## config.mk

```make
export PLATFORM = sky130hd
export DESIGN_NAME = twwa_div
export DESIGN_NICKNAME = d
export VERILOG_FILES = /design/src/rtl/time_window_weighted_average_unit_defines.svh /design/src/rtl/twwa_pkg.sv /design/src/rtl/twwa_div.sv
export SDC_FILE = /design/constraint.sdc
export NUM_CORES = 1
export LEC_CHECK = 0
export ABC_AREA = 1
export BUFFER_PORTS_ARGS = -buffer_cell sky130_fd_sc_hd__buf_2
export CORE_MARGIN = 8
export CORE_UTILIZATION = 61
export CTS_CLUSTER_DIAMETER = 80
export DETAILED_ROUTE_END_ITERATION = 10
export GPL_TIMING_DRIVEN = 0
export PLACE_DENSITY = 0.89
export SETUP_SLACK_MARGIN = 0.15
export SLEW_MARGIN = 20
export SYNTH_ARGS = -nofsm -noshare
export SYNTH_HDL_FRONTEND = slang
export SYNTH_SLANG_ARGS = --single-unit
```

## constraint.sdc

```tcl
create_clock -name clk -period 9.8 [get_ports clk]
set_input_delay 0.49 -clock clk [delete_from_list [all_inputs] [get_ports clk]]
set_output_delay 0.49 -clock clk [all_outputs]
set_load 0.05 [all_outputs]
```

## src/rtl/time_window_weighted_average_unit_defines.svh

```systemverilog
// Assertion macros for the weighted average unit.
`ifndef TIME_WINDOW_WEIGHTED_AVERAGE_UNIT_DEFINES_SVH
`define TIME_WINDOW_WEIGHTED_AVERAGE_UNIT_DEFINES_SVH
`ifndef ASSERT_OFF
`define ASSERT_IMPLIES(label, clk, rst_n, a, c) \
    label: assert property (@(posedge clk) disable iff (!rst_n) (a) |-> (c)) \
        else $error("assertion failed");
`define ASSERT_NEXT(label, clk, rst_n, a, c) \
    label: assert property (@(posedge clk) disable iff (!rst_n) (a) |=> (c)) \
        else $error("assertion failed");
`else
`define ASSERT_IMPLIES(label, clk, rst_n, a, c)
`define ASSERT_NEXT(label, clk, rst_n, a, c)
`endif
`endif

```

## src/rtl/twwa_pkg.sv

```systemverilog
// ----------------------------------------------------------------------------
// twwa_pkg
// Shared types and constants of the time window weighted average unit.
// ----------------------------------------------------------------------------
package twwa_pkg;
    localparam int DEPTH = 64;
    localparam int AW = $clog2(DEPTH);
    localparam int CW = AW + 1;
    localparam int WSUM_W = 33 + AW + 1;
    localparam int WTSUM_W = 16 + AW + 1;
    localparam logic [16:0] ONE_Q16 = 17'd65536;

    localparam logic [1:0] REG_WINDOW = 2'd0;
    localparam logic [1:0] REG_HIGH = 2'd1;
    localparam logic [1:0] REG_LOW = 2'd2;

    localparam logic [1:0] LEVEL_NONE = 2'd0;
    localparam logic [1:0] LEVEL_HOLD = 2'd1;
    localparam logic [1:0] LEVEL_DETECT = 2'd2;

    typedef struct packed {
        logic [16:0] value;
        logic [15:0] weight;
        logic [31:0] tstamp;
    } entry_t;

    // request from the sequencer to the divider
    typedef struct packed {
        logic                 start;
        logic [WSUM_W-1:0]    num;
        logic [WTSUM_W-1:0]   den;
    } div_req_t;

    typedef struct packed {
        logic        done;
        logic [16:0] quot;
    } div_rsp_t;
endpackage

```

## src/rtl/twwa_div.sv

```systemverilog
// ----------------------------------------------------------------------------
// twwa_div
// Restoring divider, one quotient bit per cycle, quotient saturated to 1.0.
// ----------------------------------------------------------------------------
module twwa_div
    import twwa_pkg::*;
(
    input  logic     clk,
    input  logic     rst_n,
    input  div_req_t req,
    output div_rsp_t rsp
);
    localparam int QB = 18;
    localparam int RW = WTSUM_W + 1;

    logic [WSUM_W-1:0]  num_reg, num_next;
    logic [WTSUM_W-1:0] den_reg, den_next;
    logic [RW-1:0]      rem_reg, rem_next;
    logic [QB-1:0]      q_reg, q_next;
    logic [5:0]         cnt_reg, cnt_next;
    logic               busy_reg, busy_next;
    logic               done_reg, done_next;
    logic [RW-1:0]      trial;

    // quotient < 2^18 since num < 2^17 * den; start shifting at bit QB-1
    always_comb
    begin
        num_next = num_reg;
        den_next = den_reg;
        rem_next = rem_reg;
        q_next = q_reg;
        cnt_next = cnt_reg;
        busy_next = busy_reg;
        done_next = 1'b0;
        trial = '0;
        if (req.start)
        begin
            num_next = req.num;
            den_next = req.den;
            rem_next = RW'(req.num >> QB);
            q_next = '0;
            cnt_next = 6'(QB);
            busy_next = 1'b1;
        end
        else if (busy_reg)
        begin
            trial = {rem_reg[RW-2:0], num_reg[cnt_reg[4:0] - 5'd1]};
            if (trial >= {1'b0, den_reg})
            begin
                rem_next = trial - {1'b0, den_reg};
                q_next = {q_reg[QB-2:0], 1'b1};
            end
            else
            begin
                rem_next = trial;
                q_next = {q_reg[QB-2:0], 1'b0};
            end
            cnt_next = cnt_reg - 6'd1;
            if (cnt_reg == 6'd1)
            begin
                busy_next = 1'b0;
                done_next = 1'b1;
            end
        end
    end

    always_ff @(posedge clk or negedge rst_n)
    begin
        if (!rst_n)
        begin
            busy_reg <= 1'b0;
            done_reg <= 1'b0;
            cnt_reg <= '0;
        end
        else
        begin
            busy_reg <= busy_next;
            done_reg <= done_next;
            cnt_reg <= cnt_next;
        end
    end

    always_ff @(posedge clk)
    begin
        num_reg <= num_next;
        den_reg <= den_next;
        rem_reg <= rem_next;
        q_reg <= q_next;
    end

    always_comb
    begin
        rsp.done = done_reg;
        if (den_reg == '0)
        begin
            rsp.quot = '0;
        end
        else if (q_reg > QB'(ONE_Q16))
        begin
            rsp.quot = ONE_Q16;
        end
        else
        begin
            rsp.quot = q_reg[16:0];
        end
    end
endmodule

```

==> impl_metrics.tcl, run 1 <==
set metrics [dict create \
    status "completed" \
    timing.final.ws_setup_ps 5600 \
    hold_slack_ps 276 \
    total_power_mw 1.76 \
    post-cts-setup-buffers 0 \
    clock_pin_slew_reported_for_the_worst_setup_and_hold_paths_after_clock_tree_synthesis_ps 100 \
    timing.final.crit_share_pct 42.9 \
    p_leak_nw 3.78 \
    layout.cells.non_filler 1079 \
    min_path_type "in -> reg" \
    grt_setup_unrepaired "no" \
    max_cap_viol_count 0 \
    area_growth_pct 13.0 \
    routed_wl_um 15400 \
    worstPathRequired_ps 9940 \
    ioPinCount 84 \
    finalClockSkew_ps 7.93 \
    rows 37 \
    finalWeightedCongestion 0.987 \
    root_buffer "sky130_fd_sc_hd__clkbuf_8" \
    clock_tree_from_tritoncts "done" \
    fraction_of_final_layout_cells_sized_beyond_drive_strength_1_pct 12.4 \
    die_w_um 117 \
    report.final.hold_viol_count 0 \
    io_buffers 83 \
    post-route-drc-count 0 \
    grt_first_pass_wirelength_um 25100 \
    groute.usage.overall_pct 23.8 \
    grt_pass1_vias 5309 \
    synth-seq-area-share_pct 46.3 \
    worst_setup_path_end_kind "register" \
    multi_input_area_sq_mm 0.00259 \
    fill_cell_total_of_the_finished_layout 834 \
    worst-endpoint-arrival_ps 4340 \
    crit_fanout 10 \
    synthDistinctLibCells 31 \
    max_clock_freq_mhz 238 \
    wl_per_cell_um 14.3 \
    placed_cell_area_sq_mm 0.00687 \
    detail_route.vias_per_cell 5.14 \
    antenna_found_initial 0 \
    ys.warnings.count 0 \
    async_reset_ff_share_pct 7.69 \
    core_area_sq_mm 0.0101 \
    cts.sinks 104 \
    drt_pass1_iterations 7 \
    vdd_ir_drop_max_v 0.000140 \
    grt_start_max_net_pins 61 \
    post-dp-hpwl_um 12100 \
    synth-edff-count 77 \
    post_cts_resize_count 0 \
    ant_nets 0 \
    netlist_instances 842 \
    detailroute.via_count 5549 \
    htreeDepth 3 \
    drt_first_iter_violations 575 \
    stdcell_area_sq_mm 0.00706 \
    grt-ovfl-total 0 \
    setup_tns_ps 0 \
    largest_register_ff_count 32 \
    timing.final.setup_violations 0 \
    power.density_cell_area_mw_per_mm2 249 \
    slew_headroom_pct 47.9 \
    finalCoreUtilization_pct 69.7 \
    synth_top_flop_cell "sky130_fd_sc_hd__edfxtp_1" \
    netlist_area_sq_mm 0.00625 \
    die_area_sq_mm 0.0137 \
    clock_insertion_delay_at_the_later_pin_of_the_skew_report_ps 380 \
    dp_cells 1062 \
    post_cts_hold_buffer_count 1 \
    yosys_register_bits 104 \
    final_max_slew_viol_count 0 \
    worstSetupStartpointType "register" \
    die_y_um 117 \
    nets 1030 \
    floorplan.initialDensity_pct 61.6 \
    insertedDiodeCount 0 \
    worstMarginPinSlew_ps 782 \
    period_needed_ps 4200 \
    syn-mean-instance-area_sq_um 7.42 \
    numCtsBuffers 9 \
    cts.path.max_buffers 2 \
    critical_path_class "reg -> reg" \
    dpl_worst_slack_ps 5740 \
    synthesis.nets 934 \
    area.sequential_sq_mm 0.00289 \
]
layer usage:
metal / routed length (um) / GRT usage [%] / vias to the layer above / share of wire [%]
met3: 1230 / 3.90 / 31 / 8.0
met5: 0 / 0 / - / 0
met2: 6980 / 37.8 / 237 / 45
met1: 6770 / 31.3 / 2446 / 44
met4: 431 / 10.8 / 0 / 2.8
li1: - / - / 2835 / -
worst paths after layout:
check / cells after the start / slack (ps) / endpoint / from
worst max-delay path: 23 / 5600 / rem_reg[11]$_DFFE_PP_ / cnt_reg[0]$_DFFE_PN0P_
worst min-delay path: 1 / 280 / num_reg[13]$_DFFE_PP_ / req[36]
worst max register to register: 23 / 5600 / rem_reg[11]$_DFFE_PP_ / cnt_reg[0]$_DFFE_PN0P_
worst min register to register: 1 / 490 / cnt_reg[5]$_DFFE_PN0P_ / cnt_reg[5]$_DFFE_PN0P_
max in group asynchronous: 2 / 9150 / cnt_reg[5]$_DFFE_PN0P_ / rst_n
min in group asynchronous: 2 / 490 / busy_reg$_DFF_PN0_ / rst_n
critical path, cell delays in order, from the launching register on:
cell and delay (ps):
sky130_fd_sc_hd__dfrtp_1 360, sky130_fd_sc_hd__buf_2 220, sky130_fd_sc_hd__inv_1 80, sky130_fd_sc_hd__buf_2 200, sky130_fd_sc_hd__ha_1 280, sky130_fd_sc_hd__xnor2_1 510
sky130_fd_sc_hd__nand3_1 200, sky130_fd_sc_hd__nand3_1 120, sky130_fd_sc_hd__nand3_1 70, sky130_fd_sc_hd__nand2_1 140, sky130_fd_sc_hd__ha_1 160, sky130_fd_sc_hd__inv_1 90
sky130_fd_sc_hd__fa_1 430, sky130_fd_sc_hd__nand2_1 90, sky130_fd_sc_hd__nand2_1 60, sky130_fd_sc_hd__nand3_1 100, sky130_fd_sc_hd__nand3_1 120, sky130_fd_sc_hd__nand2_2 110
sky130_fd_sc_hd__inv_1 40, sky130_fd_sc_hd__nor2_1 130, sky130_fd_sc_hd__buf_4 210, sky130_fd_sc_hd__nand2_1 80, sky130_fd_sc_hd__nand3_1 110, sky130_fd_sc_hd__nand2_1 70
cells in the final DEF, fill, tap and decap left out, types with 2 or more instances in the layout:
| cell | instances |
|---|---|
| sky130_fd_sc_hd__nor4_1 | 7 |
| sky130_fd_sc_hd__nand2_1 | 298 |
| sky130_fd_sc_hd__buf_4 | 4 |
| sky130_fd_sc_hd__nor2_1 | 64 |
| sky130_fd_sc_hd__clkbuf_8 | 10 |
| sky130_fd_sc_hd__clkbuf_1 | 5 |
| sky130_fd_sc_hd__a21oi_1 | 13 |
| sky130_fd_sc_hd__dfxtp_1 | 19 |
| sky130_fd_sc_hd__o21ai_1 | 6 |
| sky130_fd_sc_hd__nor3_1 | 2 |
| sky130_fd_sc_hd__buf_2 | 88 |
| sky130_fd_sc_hd__clkinv_1 | 3 |
| sky130_fd_sc_hd__nand3_1 | 71 |
| sky130_fd_sc_hd__o21ai_0 | 7 |
| sky130_fd_sc_hd__inv_1 | 174 |
| sky130_fd_sc_hd__nand3b_1 | 3 |
| sky130_fd_sc_hd__buf_6 | 2 |
| sky130_fd_sc_hd__inv_6 | 3 |
| sky130_fd_sc_hd__edfxtp_1 | 77 |
| sky130_fd_sc_hd__ha_1 | 25 |
| sky130_fd_sc_hd__dfrtp_1 | 8 |
| sky130_fd_sc_hd__xnor2_1 | 8 |
| sky130_fd_sc_hd__o22ai_1 | 17 |
| sky130_fd_sc_hd__nand2_2 | 3 |
| sky130_fd_sc_hd__a22oi_1 | 2 |
| sky130_fd_sc_hd__xor2_1 | 3 |
| sky130_fd_sc_hd__nand4_1 | 10 |
synth_stat cells (2+ instances only):
cell,instances,area [sq um]
sky130_fd_sc_hd__nand2_1,298,1120
sky130_fd_sc_hd__inv_1,174,653
sky130_fd_sc_hd__edfxtp_1,77,2310
sky130_fd_sc_hd__nand3_1,71,355
sky130_fd_sc_hd__nor2_1,64,240
sky130_fd_sc_hd__ha_1,25,313
sky130_fd_sc_hd__dfxtp_1,19,380
sky130_fd_sc_hd__o22ai_1,17,106
sky130_fd_sc_hd__a21oi_1,13,65.1
sky130_fd_sc_hd__nand4_1,10,62.6
sky130_fd_sc_hd__dfrtp_1,8,200
sky130_fd_sc_hd__xnor2_1,8,70.1
sky130_fd_sc_hd__nor4_1,7,43.8
sky130_fd_sc_hd__o21ai_0,7,35.0
sky130_fd_sc_hd__buf_2,6,30.0
sky130_fd_sc_hd__clkbuf_1,6,22.5
sky130_fd_sc_hd__o21ai_1,6,30.0
sky130_fd_sc_hd__buf_4,3,22.5
sky130_fd_sc_hd__nand2_2,3,18.8
sky130_fd_sc_hd__nand3b_1,3,22.5
sky130_fd_sc_hd__xor2_1,3,26.3
sky130_fd_sc_hd__a22oi_1,2,15.0
sky130_fd_sc_hd__buf_6,2,22.5
sky130_fd_sc_hd__clkinv_1,2,7.51
sky130_fd_sc_hd__nor3_1,2,10.0
area by class of cell:
type | count | area share [%]
clock buffers | 10 | 1.95
well taps | 136 | 2.41
clock inverters | 6 | 0.709
inverters | 176 | 9.35
repair buffers | 85 | 6.45
flip-flops and latches | 104 | 41.0
plain buffers | 18 | 1.45
multi-input cells | 544 | 36.7
cell families after synthesis:
kind of cell | after synthesis | share of synthesized area (%)
adders and majority gates | 26 | 5.33
and+or+nand+nor | 461 | 30.5
DFF | 104 | 46.3
xor gates and xnor gates | 11 | 1.54
AOI/OAI and AO/OA | 46 | 4.14
buffers and inverters | 194 | 12.2
report_power, final:
part	leakage (nW)	switching (mW)	internal [mW]
Sequential	1.03	0.0467	0.563
Combinational	2.66	0.573	0.312
Clock	0.0972	0.157	0.104
Total	3.78	0.777	0.979
No activity file was read; power rests on OpenSTA's default activity.
==> inputs of run 2 (changes only) <==
--- a/config.mk
+++ b/config.mk
@@ -5,14 +5,14 @@
 export SDC_FILE = /design/constraint.sdc
 export NUM_CORES = 1
 export LEC_CHECK = 0
-export ABC_AREA = 1
+export ABC_AREA = 0
 export BUFFER_PORTS_ARGS = -buffer_cell sky130_fd_sc_hd__buf_2
 export CORE_MARGIN = 8
-export CORE_UTILIZATION = 61
+export CORE_UTILIZATION = 52
 export CTS_CLUSTER_DIAMETER = 80
 export DETAILED_ROUTE_END_ITERATION = 10
 export GPL_TIMING_DRIVEN = 0
-export PLACE_DENSITY = 0.89
+export PLACE_DENSITY = 0.82
 export SETUP_SLACK_MARGIN = 0.15
 export SLEW_MARGIN = 20
 export SYNTH_ARGS = -nofsm -noshare
==> constraint.sdc (replaced) <==
create_clock -name clk -period 3.55 [get_ports clk]
set_input_delay 0.1775 -clock clk [delete_from_list [all_inputs] [get_ports clk]]
set_output_delay 0.1775 -clock clk [all_outputs]
set_load 0.05 [all_outputs]
==> run 2 against run 1 <==
Effect of this change: the flow now finishes with violations (setup timing); final cell count decreased by 23%; final area increased by 4.9%; flip-flop and latch count unchanged; critical path depth decreased by 3.
==> impl_metrics.tcl, run 2 <==
set metrics [dict create \
    status "finished, violations left" \
    failed_checks "setup timing" \
    worst_setup_path_end_kind "register" \
    worstPathRequired_ps 3700 \
    floorplan.initialDensity_pct 52.8 \
    drt_first_iter_violations 478 \
    core_area_sq_mm 0.0108 \
    sw_frac_of_total_pct 40.1 \
    critPathLaunch "cnt_reg[0]$_DFFE_PN0P_" \
    die_area_sq_mm 0.0146 \
    post-route-drc-count 0 \
    routed_wl_um 15800 \
    detailroute.via_count 4827 \
    area_growth_pct 29.9 \
    nets 774 \
    antenna_found_initial 0 \
    p_leak_nw 3.17 \
    synth-seq-area-share_pct 50.7 \
    grt-ovfl-total 0 \
    ys.warnings.count 0 \
    rows 38 \
    power.density_cell_area_mw_per_mm2 697 \
    max_cap_viol_count 0 \
    timing.final.setup_violations 24 \
    finalWeightedCongestion 0.939 \
    synthesis.nets 605 \
    grt_first_pass_wirelength_um 24700 \
    most_frequent_cells_in_the_layout "86 x sky130_fd_sc_hd__buf_2, 77 x sky130_fd_sc_hd__edfxtp_1, 55 x sky130_fd_sc_hd__dlygate4sd3_1, 44 x sky130_fd_sc_hd__nand2_1, 36 x sky130_fd_sc_hd__nor2_1" \
    netlist_top_cells_count "77 x sky130_fd_sc_hd__edfxtp_1, 44 x sky130_fd_sc_hd__nand2_1, 36 x sky130_fd_sc_hd__nor2_1" \
    synth_top_area_share_pct 40.6 \
    synth.most_common_cell "sky130_fd_sc_hd__edfxtp_1" \
    fill_cell_total_of_the_finished_layout 742 \
    p_int_mw 3.09 \
    synth_top_flop_cell "sky130_fd_sc_hd__edfxtp_1" \
    worstMarginPinSlew_ps 1000 \
    layout.cells.most_common "sky130_fd_sc_hd__buf_2" \
    dp_cells 736 \
    netSwitchingPower_mw 2.07 \
    critical_path_class "reg -> reg" \
    syn-mean-instance-area_sq_um 11.1 \
    cts.path.max_buffers 2 \
    timing.final.ws_setup_ps -1080 \
    cts.sinks 104 \
    numCtsBuffers 9 \
    worstSetupStartpointType "register" \
    grt_start_max_net_pins 61 \
    final_max_slew_viol_count 0 \
    stdcell_area_sq_mm 0.00741 \
    synthDistinctLibCells 58 \
    wl_per_cell_um 19.0 \
    die_w_um 121 \
    clock_insertion_delay_at_the_later_pin_of_the_skew_report_ps 390 \
    die_y_um 121 \
    timing.final.crit_share_pct 130 \
    period_needed_ps 4630 \
    power.clock.fraction_pct 14.0 \
    total_power_mw 5.16 \
    finalCoreUtilization_pct 68.6 \
    rr_startpoint "cnt_reg[0]$_DFFE_PN0P_" \
    post-dp-hpwl_um 10100 \
    htreeDepth 3 \
    groute.usage.overall_pct 21.6 \
    report.final.hold_viol_count 0 \
    io_buffers 83 \
    r2r_setup_slack_ps -1080 \
    detail_route.vias_per_cell 5.84 \
    area.sequential_sq_mm 0.00289 \
    grt_setup_unrepaired "yes" \
    combinationalPowerShare_pct 53.0 \
    fraction_of_final_layout_cells_sized_beyond_drive_strength_1_pct 24.2 \
    insertedDiodeCount 0 \
    synth-edff-count 77 \
    largest_register_ff_count 32 \
    multi_input_area_sq_mm 0.00265 \
    layout.cells.non_filler 827 \
    max_clock_freq_mhz 216 \
    min_path_type "in -> reg" \
    netlist_instances 513 \
    crit-reg2reg-capture "rem_reg[21]$_DFFE_PP_" \
    worst-endpoint-arrival_ps 4780 \
    finalClockSkew_ps 21.8 \
    clock_tree_from_tritoncts "done" \
    hold_end "num_reg[31]$_DFFE_PP_" \
    slew_headroom_pct 33.2 \
    grt_pass1_vias 4839 \
    synth.top_cells.by_area "sky130_fd_sc_hd__edfxtp_1 41%, sky130_fd_sc_hd__dfxtp_1 6.7%, sky130_fd_sc_hd__ha_1 5.5%" \
    yosys_register_bits 104 \
    seqPwrFrac_pct 33.0 \
    ff2ff_path_depth 20 \
    ant_nets 0 \
    vdd_ir_drop_max_v 0.000353 \
    hold_path_startpoint "req[54]" \
    yosysTopAreaCell "sky130_fd_sc_hd__edfxtp_1" \
    netlist_area_sq_mm 0.00570 \
    root_buffer "sky130_fd_sc_hd__clkbuf_8" \
    ioPinCount 84 \
    placed_cell_area_sq_mm 0.00633 \
    clock_pin_slew_reported_for_the_worst_setup_and_hold_paths_after_clock_tree_synthesis_ps 110 \
    drt_pass1_iterations 5 \
    crit_fanout 5 \
    async_reset_ff_share_pct 7.69 \
    timing.hold.worst_path_depth 1 \
]
[run 2: logic make-up (layout without fill, tap and decap cells)]
logic type,after synthesis,after routing,share of synthesized area (%)
xor gates and xnor gates,27,27,4.15
buffers and inverters,59,233,4.72
DFF,104,104,50.7
and+or+nand+nor,170,170,15.3
AOI/OAI and AO/OA,96,96,11.6
adders and majority gates,26,26,5.84
muxes,31,31,7.66
[run 2: routing by layer]
layer  GRT usage (%)  share of wire (%)  up-vias
li1                -                  -     2222
met1            25.6                 40     2283
met2            35.9                 48      260
met3            5.08                7.5       62
met4            11.5                4.6        0
met5               0                  0        -
[run 2: area by class of cell]
cell class,count,area share (%)
Buffer,29,2.70
Clock buffer,10,1.86
Clock inverter,6,0.642
Inverter,30,1.59
Multi-Input combinational cell,350,35.7
Sequential cell,104,39.1
Tap cell,140,2.36
Timing Repair Buffer,158,16.0
[run 2: power groups by stage]
stage	Sequential [mW]	Combinational, mW	Clock, mW
after floorplan	1.67	1.62	0
after global placement	1.70	2.03	0
after detailed placement	1.71	2.06	0
after CTS	1.69	2.46	0.727
after global routing	1.72	2.91	0.777
final	1.70	2.73	0.725
[run 2: how the worst max path moves through the flow]
stage | end | cells after the start
CTS | rem_reg[0]$_DFFE_PP_ | 19
detailed placement | rem_reg[13]$_DFFE_PP_ | 18
finish | rem_reg[21]$_DFFE_PP_ | 20
floorplan | rem_reg[13]$_DFFE_PP_ | 18
global placement | rem_reg[13]$_DFFE_PP_ | 18
global route | rem_reg[0]$_DFFE_PP_ | 19
[run 2: per-stage QoR]
stage	hold WS (ps)	TNS [ps]	setup slack, ps
global route	24.5	-27010	-1150
detailed placement	29.4	-34680	-1570
global placement	24.4	-31240	-1420
floorplan	-118	-15550	-771
CTS	33.2	-19660	-860
finish	45.2	-24850	-1080
[run 2: critical path, stage by stage, from the launching register on]
cell and delay, ps:
sky130_fd_sc_hd__dfrtp_2 460, sky130_fd_sc_hd__buf_12 140, sky130_fd_sc_hd__inv_6 40, sky130_fd_sc_hd__ha_4 200, sky130_fd_sc_hd__clkbuf_16 160, sky130_fd_sc_hd__mux4_2 340, sky130_fd_sc_hd__mux4_2 550, sky130_fd_sc_hd__mux2i_4 250
sky130_fd_sc_hd__ha_4 190, sky130_fd_sc_hd__inv_2 40, sky130_fd_sc_hd__fa_2 340, sky130_fd_sc_hd__a21o_1 190, sky130_fd_sc_hd__a21oi_2 140, sky130_fd_sc_hd__a211o_1 150, sky130_fd_sc_hd__nand3_2 110, sky130_fd_sc_hd__a2111oi_4 430
sky130_fd_sc_hd__buf_4 200, sky130_fd_sc_hd__buf_6 130, sky130_fd_sc_hd__buf_8 130, sky130_fd_sc_hd__a22o_1 120, sky130_fd_sc_hd__a21oi_1 50
[run 2: repair_timing]
action	4_1_cts	5_1_grt
pin swaps	9	4
setup endpoints to repair	24	24
buffers inserted	14	4
hold endpoints to repair	62	0
cloned	2	0
hold buffers	55	0
gates resized for setup	20	8
